`src/hw/rtl/tracker_pattern_cell_unpacker_macros.svh`:
```
// ----------------------------------------------------------------------------
// Assertion macros for the pattern cell unpacker
// Concurrent checks that compile away in synthesis builds.
// ----------------------------------------------------------------------------
`ifndef TRACKER_PATTERN_CELL_UNPACKER_MACROS_SVH
`define TRACKER_PATTERN_CELL_UNPACKER_MACROS_SVH

`ifndef SYNTHESIS
// The property must hold at every clock edge outside reset.
`define TPCU_ASSERT(label, clk, rst_n, prop) \
	label: assert property (@(posedge clk) disable iff (!rst_n) (prop)) \
		else $error("tpcu assertion failed");
// The condition must never be true at a clock edge outside reset.
`define TPCU_ASSERT_NEVER(label, clk, rst_n, cond) \
	label: assert property (@(posedge clk) disable iff (!rst_n) !(cond)) \
		else $error("tpcu forbidden condition seen");
`else
`define TPCU_ASSERT(label, clk, rst_n, prop)
`define TPCU_ASSERT_NEVER(label, clk, rst_n, cond)
`endif

`endif

```
`src/hw/rtl/tpcu_pkg.sv`:
```
`timescale 1ns / 1ps
// ----------------------------------------------------------------------------
// tpcu_pkg
// Shared types and constants of the pattern cell unpacker.
// ----------------------------------------------------------------------------
package tpcu_pkg;

	localparam int MAX_CHANNELS = 64;
	localparam int CH_W         = 6;
	localparam int ROW_W        = 8;
	localparam int CNT_W        = 7;

	localparam logic [4:0] FULL_MASK       = 5'h1F;
	localparam logic [4:0] NOTE_BYTE_MASK  = 5'h1E;
	localparam logic [7:0] EXT_EFFECT      = 8'h0E;
	localparam logic [7:0] EXT_EFFECT_BASE = 8'd36;
	localparam logic [3:0] NIBBLE_MASK     = 4'hF;

	localparam logic [CNT_W-1:0] CHANNEL_COUNT_RESET = 7'd8;

	// Register indexes of the configuration port.
	localparam logic REG_CHANNEL_COUNT = 1'b0;

	// Index of the parameter field; positions at or past it close the cell.
	localparam logic [2:0] PARAM_FIELD = 3'd4;

	typedef struct packed {
		logic       restart;
		logic [7:0] note;
		logic [7:0] instrument;
		logic [7:0] volume;
		logic [7:0] effect;
		logic [7:0] param;
	} cell_t;

	function automatic logic [2:0] lowest_index(input logic [4:0] mask);
		logic [2:0] idx;
		idx = 3'd0;
		for (int i = 4; i >= 0; i--) begin
			if (mask[i]) begin
				idx = 3'(i);
			end
		end
		return idx;
	endfunction

endpackage

```
`src/hw/rtl/tracker_pattern_cell_unpacker.sv`:
```
`timescale 1ns / 1ps
// ----------------------------------------------------------------------------
// tracker_pattern_cell_unpacker
// Unpacks packed pattern bytes into cells tagged with channel and row.
// ----------------------------------------------------------------------------
// Throughput: one byte per cycle while the queue is not full; at most one cell
// beat per cycle leaves, held while out_stall is high. The assembler pushes a
// cell into the two-entry queue when its last byte is taken; the output register
// takes it from the queue head. The input stalls only while the queue is full.
// Reset: asynchronous; counters, masks and queue clear, and the channel
// count returns to 8.
module tracker_pattern_cell_unpacker import tpcu_pkg::*; (
	input  logic             clk,
	input  logic             arst_n,
	input  logic             psel,
	input  logic             penable,
	input  logic             pwrite,
	input  logic [2:0]       paddr,
	input  logic [31:0]      pwdata,
	output logic [31:0]      prdata,
	output logic             pready,
	input  logic             in_valid,
	output logic             in_stall,
	input  logic [7:0]       packed_byte,
	input  logic             pattern_start,
	output logic             out_valid,
	input  logic             out_stall,
	output logic [7:0]       note,
	output logic [7:0]       instrument,
	output logic [7:0]       volume,
	output logic [7:0]       effect,
	output logic [7:0]       parameter_res,
	output logic [CH_W-1:0]  channel,
	output logic [ROW_W-1:0] row
);

	logic [CNT_W-1:0] channel_count_q;
	logic             push, pop, head_valid, q_full;
	cell_t            push_cell, head_cell;

	assign pready   = 1'b1;
	assign in_stall = q_full;
	assign prdata   = (paddr[2] == REG_CHANNEL_COUNT) ? {25'd0, channel_count_q} : 32'd0;

	always_ff @(posedge clk or negedge arst_n) begin
		if (!arst_n) begin
			channel_count_q <= CHANNEL_COUNT_RESET;
		end else if (psel && penable && pwrite && pready
				&& paddr[2] == REG_CHANNEL_COUNT) begin
			channel_count_q <= pwdata[CNT_W-1:0];
		end
	end

	tpcu_front u_front (
		.clk           (clk),
		.arst_n        (arst_n),
		.in_valid      (in_valid),
		.packed_byte   (packed_byte),
		.pattern_start (pattern_start),
		.q_full        (q_full),
		.push          (push),
		.asm_cell      (push_cell)
	);

	tpcu_queue u_queue (
		.clk        (clk),
		.arst_n     (arst_n),
		.push       (push),
		.push_cell  (push_cell),
		.pop        (pop),
		.head_valid (head_valid),
		.head_cell  (head_cell),
		.full       (q_full)
	);

	tpcu_back u_back (
		.clk           (clk),
		.arst_n        (arst_n),
		.channel_count (channel_count_q),
		.head_valid    (head_valid),
		.head_cell     (head_cell),
		.pop           (pop),
		.out_valid     (out_valid),
		.out_stall     (out_stall),
		.note          (note),
		.instrument    (instrument),
		.volume        (volume),
		.effect        (effect),
		.parameter_res (parameter_res),
		.channel       (channel),
		.row           (row)
	);

endmodule

```
`src/hw/rtl/tpcu_front.sv`:
```
`timescale 1ns / 1ps
// ----------------------------------------------------------------------------
// tpcu_front
// Accepts packed bytes, tracks the presence mask and assembles cells.
// ----------------------------------------------------------------------------
`include "tracker_pattern_cell_unpacker_macros.svh"
module tpcu_front import tpcu_pkg::*; (
	input  logic       clk,
	input  logic       arst_n,
	input  logic       in_valid,
	input  logic [7:0] packed_byte,
	input  logic       pattern_start,
	input  logic       q_full,
	output logic       push,
	output cell_t      asm_cell
);

	logic [2:0]  pos_q, pos_d, pos_eff, idx;
	logic [4:0]  mask_q, mask_d, mask_eff, mask_new;
	logic [31:0] fields_q, fields_d, fields_eff, fields_new;
	logic        restart_q, restart_d, restart_eff;
	logic        accept;

	always_comb begin
		accept      = in_valid && !q_full;
		pos_eff     = pattern_start ? 3'd0 : pos_q;
		mask_eff    = pattern_start ? 5'd0 : mask_q;
		fields_eff  = pattern_start ? 32'd0 : fields_q;
		restart_eff = pattern_start || restart_q;
		idx         = pos_eff - 3'd1;

		for (int k = 0; k < 4; k++) begin
			fields_new[8*k +: 8] = (idx[1:0] == 2'(k)) ? packed_byte : fields_eff[8*k +: 8];
		end
		mask_new = mask_eff & ~(5'(5'b1 << idx[1:0]));

		pos_d     = pos_q;
		mask_d    = mask_q;
		fields_d  = fields_q;
		restart_d = restart_q;
		push      = 1'b0;
		asm_cell  = '{restart: restart_eff, note: fields_eff[7:0],
			instrument: fields_eff[15:8], volume: fields_eff[23:16],
			effect: fields_eff[31:24], param: 8'd0};

		if (accept) begin
			restart_d = restart_eff;
			if (pos_eff == 3'd0) begin
				if (packed_byte[7]) begin
					if ((packed_byte[4:0] & FULL_MASK) == 5'd0) begin
						// A mask with no fields is an empty cell, emitted at once.
						push = 1'b1;
						asm_cell.note       = 8'd0;
						asm_cell.instrument = 8'd0;
						asm_cell.volume     = 8'd0;
						asm_cell.effect     = 8'd0;
						pos_d    = 3'd0;
						mask_d   = 5'd0;
						fields_d = 32'd0;
					end else begin
						mask_d   = packed_byte[4:0];
						fields_d = 32'd0;
						pos_d    = lowest_index(packed_byte[4:0]) + 3'd1;
					end
				end else begin
					// A plain byte is the note of a full cell.
					fields_d = {24'd0, packed_byte};
					mask_d   = NOTE_BYTE_MASK;
					pos_d    = 3'd2;
				end
			end else if (idx >= PARAM_FIELD) begin
				push           = 1'b1;
				asm_cell.param = packed_byte;
				pos_d    = 3'd0;
				mask_d   = 5'd0;
				fields_d = 32'd0;
			end else if (mask_new == 5'd0) begin
				push                = 1'b1;
				asm_cell.note       = fields_new[7:0];
				asm_cell.instrument = fields_new[15:8];
				asm_cell.volume     = fields_new[23:16];
				asm_cell.effect     = fields_new[31:24];
				pos_d    = 3'd0;
				mask_d   = 5'd0;
				fields_d = 32'd0;
			end else begin
				fields_d = fields_new;
				mask_d   = mask_new;
				pos_d    = lowest_index(mask_new) + 3'd1;
			end
			if (push) begin
				restart_d = 1'b0;
			end
		end
	end

	always_ff @(posedge clk or negedge arst_n) begin
		if (!arst_n) begin
			pos_q     <= 3'd0;
			mask_q    <= 5'd0;
			fields_q  <= 32'd0;
			restart_q <= 1'b0;
		end else begin
			pos_q     <= pos_d;
			mask_q    <= mask_d;
			fields_q  <= fields_d;
			restart_q <= restart_d;
		end
	end

	// An open cell always has at least one field still awaited.
	`TPCU_ASSERT(a_pos_matches_mask, clk, arst_n, (pos_q != 3'd0) == (mask_q != 5'd0))
	`TPCU_ASSERT_NEVER(a_push_when_full, clk, arst_n, push && q_full)

endmodule

```
`src/hw/rtl/tpcu_queue.sv`:
```
`timescale 1ns / 1ps
// ----------------------------------------------------------------------------
// tpcu_queue
// Two-entry queue of assembled cells between the front and back parts.
// ----------------------------------------------------------------------------
`include "tracker_pattern_cell_unpacker_macros.svh"
module tpcu_queue import tpcu_pkg::*; (
	input  logic  clk,
	input  logic  arst_n,
	input  logic  push,
	input  cell_t push_cell,
	input  logic  pop,
	output logic  head_valid,
	output cell_t head_cell,
	output logic  full
);

	cell_t      entry_q [2];
	logic       wr_ptr_q, rd_ptr_q;
	logic [1:0] count_q;

	assign head_valid = (count_q != 2'd0);
	assign full       = (count_q == 2'd2);
	assign head_cell  = entry_q[rd_ptr_q];

	always_ff @(posedge clk) begin
		if (push) begin
			entry_q[wr_ptr_q] <= push_cell;
		end
	end

	always_ff @(posedge clk or negedge arst_n) begin
		if (!arst_n) begin
			wr_ptr_q <= 1'b0;
			rd_ptr_q <= 1'b0;
			count_q  <= 2'd0;
		end else begin
			if (push) begin
				wr_ptr_q <= ~wr_ptr_q;
			end
			if (pop) begin
				rd_ptr_q <= ~rd_ptr_q;
			end
			count_q <= count_q + 2'(push) - 2'(pop);
		end
	end

	`TPCU_ASSERT(a_count_bounded, clk, arst_n, count_q <= 2'd2)
	`TPCU_ASSERT_NEVER(a_pop_empty, clk, arst_n, pop && !head_valid)

endmodule

```
`src/hw/rtl/tpcu_back.sv`:
```
`timescale 1ns / 1ps
// ----------------------------------------------------------------------------
// tpcu_back
// Remaps extended effects, tags cells with channel and row, holds the result.
// ----------------------------------------------------------------------------
`include "tracker_pattern_cell_unpacker_macros.svh"
module tpcu_back import tpcu_pkg::*; (
	input  logic             clk,
	input  logic             arst_n,
	input  logic [CNT_W-1:0] channel_count,
	input  logic             head_valid,
	input  cell_t            head_cell,
	output logic             pop,
	output logic             out_valid,
	input  logic             out_stall,
	output logic [7:0]       note,
	output logic [7:0]       instrument,
	output logic [7:0]       volume,
	output logic [7:0]       effect,
	output logic [7:0]       parameter_res,
	output logic [CH_W-1:0]  channel,
	output logic [ROW_W-1:0] row
);

	logic [CH_W-1:0]  chan_q, chan_cur;
	logic [ROW_W-1:0] row_q, row_cur;
	logic [CNT_W-1:0] count_eff, chan_next;
	logic [7:0]       eff_out, param_out;
	logic             valid_q;

	assign pop       = head_valid && (!valid_q || !out_stall);
	assign out_valid = valid_q;

	always_comb begin
		// A pattern start ahead of this cell sends it to channel 0 of row 0.
		chan_cur = head_cell.restart ? '0 : chan_q;
		row_cur  = head_cell.restart ? '0 : row_q;

		if (channel_count == '0) begin
			count_eff = CNT_W'(1);
		end else if (channel_count > CNT_W'(MAX_CHANNELS)) begin
			count_eff = CNT_W'(MAX_CHANNELS);
		end else begin
			count_eff = channel_count;
		end
		chan_next = {1'b0, chan_cur} + CNT_W'(1);

		if (head_cell.effect == EXT_EFFECT) begin
			eff_out   = EXT_EFFECT_BASE + {4'd0, head_cell.param[7:4]};
			param_out = {4'd0, head_cell.param[3:0] & NIBBLE_MASK};
		end else begin
			eff_out   = head_cell.effect;
			param_out = head_cell.param;
		end
	end

	always_ff @(posedge clk) begin
		if (pop) begin
			note          <= head_cell.note;
			instrument    <= head_cell.instrument;
			volume        <= head_cell.volume;
			effect        <= eff_out;
			parameter_res <= param_out;
			channel       <= chan_cur;
			row           <= row_cur;
		end
	end

	always_ff @(posedge clk or negedge arst_n) begin
		if (!arst_n) begin
			valid_q <= 1'b0;
			chan_q  <= '0;
			row_q   <= '0;
		end else begin
			if (pop) begin
				valid_q <= 1'b1;
			end else if (!out_stall) begin
				valid_q <= 1'b0;
			end
			if (pop) begin
				// The row counter is as wide as the row range, so it wraps by itself.
				if (chan_next >= count_eff) begin
					chan_q <= '0;
					row_q  <= row_cur + ROW_W'(1);
				end else begin
					chan_q <= chan_next[CH_W-1:0];
					row_q  <= row_cur;
				end
			end
		end
	end

	`TPCU_ASSERT(a_drain_clears, clk, arst_n,
		(valid_q && !out_stall && !pop) |=> !valid_q)

endmodule
```
`config.mk`:
```
export PLATFORM = sky130hd
export DESIGN_NAME = tracker_pattern_cell_unpacker
export DESIGN_NICKNAME = d
export VERILOG_FILES = /design/src/hw/rtl/tpcu_pkg.sv /design/src/hw/rtl/tracker_pattern_cell_unpacker.sv /design/src/hw/rtl/tpcu_front.sv /design/src/hw/rtl/tpcu_queue.sv /design/src/hw/rtl/tpcu_back.sv
export VERILOG_INCLUDE_DIRS = /design/src /design/src/hw/rtl
export SDC_FILE = /design/constraint.sdc
export NUM_CORES = 1
export LEC_CHECK = 0
export BUFFER_PORTS_ARGS = -buffer_cell sky130_fd_sc_hd__buf_2
export CAP_MARGIN = 20
export CORE_MARGIN = 2
export CORE_UTILIZATION = 45
export CTS_BUF_LIST = sky130_fd_sc_hd__clkbuf_4
export DETAILED_ROUTE_END_ITERATION = 10
export GPL_TIMING_DRIVEN = 0
export HOLD_SLACK_MARGIN = 0.03
export PLACE_DENSITY = 0.65
export SLEW_MARGIN = 15
export SYNTH_ARGS = -nofsm -noshare
export SYNTH_HDL_FRONTEND = slang
export SYNTH_HIERARCHICAL = 1
export SYNTH_SLANG_ARGS = --single-unit
```
`constraint.sdc`:
```
create_clock -name clk -period 5.42 [get_ports clk]
set_clock_uncertainty 0.2 [all_clocks]
set_input_delay 1.084 -clock clk [delete_from_list [all_inputs] [get_ports clk]]
set_output_delay 1.084 -clock clk [all_outputs]
set_load 0.05 [all_outputs]
```
[After elaboration in Yosys (flattened, before gate mapping)]
Memory sizes are Yosys's and may differ from the RTL's.
Index checks and enable logic that the tools add are counted.
Cells by class
  add/subtract/negate cells: 8
  order comparisons: 3
  eq/ne operators: 6
  shift operators: 1
  mux-type cells: 67
  bitwise logic cells: 5
  reductions and logical operators: 16
Operators by type and width (count)
  $mux W32: 9
  $mux W3: 24
  $mux W8: 9
  $mux W40: 1
  $mux W5: 6
  $mux W7: 4
  $mux W1: 12
  $mux W6: 2
  $logic_not A5 Y1: 2
  $add A8 B1 Y8 const B: 1
  $eq A8 B4 Y1 const B: 1
  $add A6 B1 Y7 const B: 1
  $add A6 B4 Y7 const A: 1
  $ge A7 B7 Y1: 1
  $gt A7 B7 Y1 const B: 1
  $logic_not A7 Y1: 1
  $add A3 B1 Y3 const B: 2
  $eq A2 B2 Y1 const B: 3
  $and A5 B5 Y5: 1
  $logic_and A1 B1 Y1: 5
  $not A5 Y5: 1
  $shl A1 B2 Y5 const A: 1
  $ge A3 B3 Y1 const B: 1
  $logic_not A1 Y1: 3
  other kinds (10): 13
Word-level totals
  bits in registers: 121
  memory bits (writable): 82
  output and inout port bits: 89
  logic and storage cells: 126
  memories: 1
Memory list
  u_queue.entry_q: words 2, width 41, read ports 1, clocked after memory_dff 0, write ports 1, RTL line tpcu_queue.sv:18  | cell_t entry_q [2];

[Depth between registers and ports, before layout]
  depth in word-level cells: 18
  gate-level depth with buffers: 17
  mapped depth without buffers: 13

[By module]
Netlist, hierarchy kept.
Modules (own cells, without submodules)
  tpcu_queue: instances 1, cells an instance 143, area each 3360.7 um^2, seq. area each 2562.5 um^2
  tpcu_front: instances 1, cells an instance 331, area each 2897.8 um^2, seq. area each 1026.0 um^2
  tpcu_back: instances 1, cells an instance 197, area each 2822.7 um^2, seq. area each 1996.9 um^2
  tracker_pattern_cell_unpacker: instances 1, cells an instance 50, area each 543.0 um^2, seq. area each 176.4 um^2

[Least setup slack after synthesis]
OpenSTA, ideal clock, no wires.
  kind: input port to flip-flop
  start point: input pattern_start
  end point: memory u_queue/entry_q[0][0] in the netlist's numbering, enable pin
  arrival time: 4988 ps
  data required time: 4776 ps
  slack: -213 ps
  stages: 11
  path buffers: 4
  cells stage by stage: inv_1 -> clkbuf_1 -> nand2_1 -> ha_1 -> clkbuf_1 -> or3b_1 -> clkbuf_1 -> o41ai_4 -> clkbuf_1 -> and2_1 -> nor2b_1
Between the ends
  word-level cells in the longest chain between the ends: 13
  elaborated cells on any way between the ends: 16
Ends and longest elaborated chain
  start, declared: RTL line tracker_pattern_cell_unpacker.sv:25  | input logic pattern_start,
  $mux W3: RTL line tpcu_front.sv:26  | pos_eff = pattern_start ? 3'd0 : pos_q;
  $sub A3 B1 Y3: RTL line tpcu_front.sv:30  | idx = pos_eff - 3'd1;
  $shl A1 B2 Y5: RTL line tpcu_front.sv:35  | mask_new = mask_eff & ~(5'(5'b1 << idx[1:0]));
  $not A5 Y5: RTL line tpcu_front.sv:35
  $and A5 B5 Y5: RTL line tpcu_front.sv:35
  $logic_not A5 Y1: RTL line tpcu_front.sv:77  | end else if (mask_new == 5'd0) begin
  $mux W1: RTL line tpcu_front.sv:77
  $mux W1: RTL line tpcu_front.sv:71  | end else if (idx >= PARAM_FIELD) begin
  $mux W1 *: RTL line tpcu_front.sv:48  | if (pos_eff == 3'd0) begin
  $mux W1 * (2 in a row): RTL line tpcu_front.sv:46  | if (accept) begin
  named net push: RTL line tracker_pattern_cell_unpacker.sv:38  | logic push, pop, head_valid, q_full;
  $mux W1 *: RTL line tpcu_queue.sv:27  | if (push) begin
  $mux W1 (not written as such) *: RTL line tpcu_queue.sv:28  | entry_q[wr_ptr_q] <= push_cell;
  end, declared: RTL line tpcu_queue.sv:18
Mark *: on every way through the listed nets, which the timed path passes. The rest lies on a longest branch. The select of a mux whose other input is x is not followed.

[Worst setup path in the final report]
  start point: input pattern_start
  end point: memory u_queue/entry_q[0][22] in the netlist's numbering, enable pin
Same word-level chain as after synthesis.

==> flow_metrics.env <==
export IMPL_outcome="completed"
export IMPL_routed_wl_um=21100
export IMPL_fraction_of_power_spent_switching_nets_pct=38.7
export IMPL_netlist_top_cells_area="sky130_fd_sc_hd__edfxtp_1, sky130_fd_sc_hd__dfrtp_1, sky130_fd_sc_hd__mux2_4"
export IMPL_areaGrowthSynthToFinish_pct=17.5
export IMPL_yosys_cell_count_top_type="sky130_fd_sc_hd__edfxtp_1"
export IMPL_report_final_setup_viol=0
export IMPL_worst_ep_required_ns=5.55
export IMPL_total_global_routing_track_utilization_pct=18.7
export IMPL_tritoncts="done"
export IMPL_drt_pass1_iterations=5
export IMPL_hold_viol_final=0
export IMPL_mappedNetlistArea_mm2=0.00962
export IMPL_synth_largest_area_cell="sky130_fd_sc_hd__edfxtp_1"
export IMPL_post_route_cell_area_mm2=0.0113
export IMPL_min_period_over_period_pct=86.6
export IMPL_grt_pass1_vias=6171
export IMPL_number_of_nets_in_the_layout=953
export IMPL_worst_slew_pin_transition_ns=1.04
export IMPL_placement_io_buffers=84
export IMPL_post_layout_min_period_ns=4.70
export IMPL_drt_initial_drc_count=566
export IMPL_cts_root_buf="sky130_fd_sc_hd__clkbuf_4"
export IMPL_detail_route_wl_per_cell_um=17.5
export IMPL_place_hpwl_um=14200
export IMPL_design_core_area_mm2=0.0210
export IMPL_initial_antenna_violation_count=1
export IMPL_yosys_area_top_type_share_pct=42.4
export IMPL_p_int_w=0.00358
export IMPL_asyncSetResetFlopFracSynth_pct=33.0
export IMPL_power_static_leakage_nw=4.78
export IMPL_postCtsHoldBufs=0
export IMPL_crit_fanout=27
export IMPL_power_density_mw_per_mm2=517
export IMPL_number_of_synthesized_flops_with_an_enable_pin=136
export IMPL_cp_start_kind="input port"
export IMPL_die_area_mm2=0.0226
export IMPL_grt_pass1_wl_um=32900
export IMPL_fin_ws_ns=0.725
export IMPL_synth_seq_area_share_pct=59.9
export IMPL_postLayoutCoreUtil_pct=53.8
export IMPL_timing_worst_setup_path_type="in -> reg"
export IMPL_pre_cts_setup_slack_ns=0.0912
export IMPL_maximum_operating_frequency_ghz=0.213
export IMPL_share_of_post_route_cells_with_drive_strength_above_1_pct=31.8
export IMPL_primary_flip_flop_cell_chosen_by_synthesis_mapping="sky130_fd_sc_hd__edfxtp_1"
export IMPL_slew_limit_headroom_pct=30.2
export IMPL_place_area_mm2=0.0106
export IMPL_clock_latency_ns=0.65
export IMPL_max_cap_violations=0
export IMPL_drtAntennaViolNets=0
export IMPL_netlist_cell_type_count=78
export IMPL_grt_setup_unrepaired="no"
export IMPL_clock_power_share_pct=23.9
export IMPL_grt_max_degree=61
export IMPL_post_route_drc_count=0
export IMPL_share_comb_of_total_power_pct=38.1
export IMPL_power_switching_w=0.00226
export IMPL_post_cts_repair_setup_buffers=0
export IMPL_cts_buffer_depth=3
export IMPL_design_portCount=140
export IMPL_ys_warn_count=6
export IMPL_post_cts_clock_slew_at_the_launch_and_capture_registers_of_the_worst_setup_and_hold_paths_ns=0.07
export IMPL_power_ir_vdd_worst_mv=0.217
export IMPL_n_fill_cell=1798
export IMPL_dr_total_vias=6431
export IMPL_pwr_share_seq_pct=37.9
export IMPL_post_synth_cell_area_avg_um2=13.3
export IMPL_via_per_inst=5.33
export IMPL_postSynthCellCount=721
export IMPL_critical_path_endpoint_type="register"
export IMPL_floorplan_initialDensity_pct=45.8
export IMPL_cts_repair_resize_count=0
export IMPL_cts_buffers=52
export IMPL_grt_overflow_total=0
export IMPL_finalWeightedCongestion=0.957
export IMPL_placement_rows=53
export IMPL_number_of_pins_with_negative_max_slew_slack_in_the_final_report=0
export IMPL_cp_data_arrival_time_ns=4.83
export IMPL_synth_common_cells="sky130_fd_sc_hd__edfxtp_1, sky130_fd_sc_hd__dfrtp_1, sky130_fd_sc_hd__nand2_1"
export IMPL_clock_sink_count=203
export IMPL_hp_class="in -> async"
export IMPL_dieWidth_um=150
export IMPL_cts_max_level=2
export IMPL_chipHeight_um=150
export IMPL_synth_ff_latch_count=203
[cells by family after synthesis]
kind of cell / synth area share [%]
compound gates: 13.4
xor+xnor: 0.793
fa+ha+maj: 2.05
buf+inv: 5.60
flops: 59.9
mux: 7.76
other cells: 0.0780
simple gates: 10.4
[worst max-delay path, stage by stage]
cell,delay (ns)
sky130_fd_sc_hd__buf_2,0.13
sky130_fd_sc_hd__inv_1,0.13
sky130_fd_sc_hd__clkbuf_1,0.46
sky130_fd_sc_hd__nand2_1,0.11
sky130_fd_sc_hd__ha_1,0.20
sky130_fd_sc_hd__clkbuf_1,0.20
sky130_fd_sc_hd__or3b_1,0.40
sky130_fd_sc_hd__clkbuf_1,0.31
sky130_fd_sc_hd__o41ai_4,0.23
sky130_fd_sc_hd__clkbuf_1,0.46
sky130_fd_sc_hd__and2_1,0.30
sky130_fd_sc_hd__nor2b_4,0.50
sky130_fd_sc_hd__buf_12,0.26
[worst paths after layout]
check | endpoint | start | slack [ns] | cells after the start
max reg2reg | u_queue/entry_q[0][22] | u_front/pos_q[0] | 0.93 | 12
min in group clk | u_front/fields_q[9] | u_front/fields_q[9] | 0.30 | 1
min | u_back/chan_q[3] | arst_n | 0.1 | 1
min reg2reg | u_front/fields_q[9] | u_front/fields_q[9] | 0.30 | 1
max | u_queue/entry_q[0][22] | pattern_start | 0.72 | 13
max in group asynchronous | channel_count_q[3] | arst_n | 4.33 | 2
[sequential cells by signal, summed over array words and instances (netlist names), 7 cells and up]
register / cells
u_back/effect: 8
u_queue/entry_q: 82
u_back/parameter_res: 8
u_back/row: 8
u_back/row_q: 8
u_back/instrument: 8
u_back/volume: 8
u_back/note: 8
channel_count_q: 7
u_front/fields_q: 32
[through the flow]
step	TNS [ns]	hold slack, ns	total power [W]	cells
2_1_floorplan	0	0.256	0.00396	745
3_3_place_gp	-71.59	0.276	0.00444	1104
3_5_place_dp	0	0.274	0.00447	1107
4_1_cts	0	0.0521	0.00589	1205
5_1_grt	0	0.0626	0.00615	1207
6_report	0	0.0992	0.00584	1207
[metal layers]
metal  up-vias  global-route usage (%)  part of all wire (%)
met3        48                    4.18                   7.0
met1      3079                    25.9                    45
met5         -                       0                     0
met4         0                    8.16                   3.0
met2       241                    28.5                    46
li1       3063                       -                     -
[cell usage in the layout, fill, tap and decap left out, types with 5 or more instances in the layout]
cell / instances
sky130_fd_sc_hd__a211oi_1: 5
sky130_fd_sc_hd__a21o_1: 5
sky130_fd_sc_hd__a21oi_1: 18
sky130_fd_sc_hd__a221o_1: 11
sky130_fd_sc_hd__a22o_1: 29
sky130_fd_sc_hd__a22oi_1: 9
sky130_fd_sc_hd__a32o_1: 6
sky130_fd_sc_hd__and2_1: 13
sky130_fd_sc_hd__and2b_2: 7
sky130_fd_sc_hd__buf_12: 6
sky130_fd_sc_hd__buf_2: 87
sky130_fd_sc_hd__buf_4: 28
sky130_fd_sc_hd__clkbuf_1: 23
sky130_fd_sc_hd__clkbuf_4: 91
sky130_fd_sc_hd__clkinv_1: 6
sky130_fd_sc_hd__conb_1: 26
sky130_fd_sc_hd__dfrtp_1: 66
sky130_fd_sc_hd__edfxtp_1: 136
sky130_fd_sc_hd__ha_1: 15
sky130_fd_sc_hd__inv_1: 28
sky130_fd_sc_hd__mux2_2: 9
sky130_fd_sc_hd__mux2_4: 39
sky130_fd_sc_hd__mux2i_1: 6
sky130_fd_sc_hd__nand2_1: 53
sky130_fd_sc_hd__nand2b_1: 11
sky130_fd_sc_hd__nand3_1: 11
sky130_fd_sc_hd__nand4_1: 6
sky130_fd_sc_hd__nor2_1: 21
sky130_fd_sc_hd__nor2b_1: 13
sky130_fd_sc_hd__nor3_1: 15
sky130_fd_sc_hd__nor4_1: 5
sky130_fd_sc_hd__o21ai_0: 20
sky130_fd_sc_hd__o31ai_1: 11
sky130_fd_sc_hd__o32a_1: 7
sky130_fd_sc_hd__o32ai_1: 7
sky130_fd_sc_hd__xor2_1: 5
[area by class of cell]
type	instances	area (um2)	area share [%]
Sequential cell	203	5760	50.9
Timing Repair Buffer	88	495	4.38
Tap cell	275	344	3.04
Inverter	30	115	1.02
Antenna cell	1	2.50	0.0221
Clock inverter	7	52.6	0.465
Multi-Input combinational cell	450	3430	30.3
Clock buffer	91	683	6.04
Buffer	62	427	3.77
[power by group through the flow]
stage	logic (W)	registers [W]	clock network, W
2_1_floorplan	0.00119	0.00277	0
3_3_place_gp	0.00219	0.00225	0
3_5_place_dp	0.00223	0.00225	0
4_1_cts	0.00223	0.00222	0.00145
5_1_grt	0.00237	0.00225	0.00152
6_report	0.00223	0.00222	0.00140
Note: power is estimated with default switching activity, not from simulation.
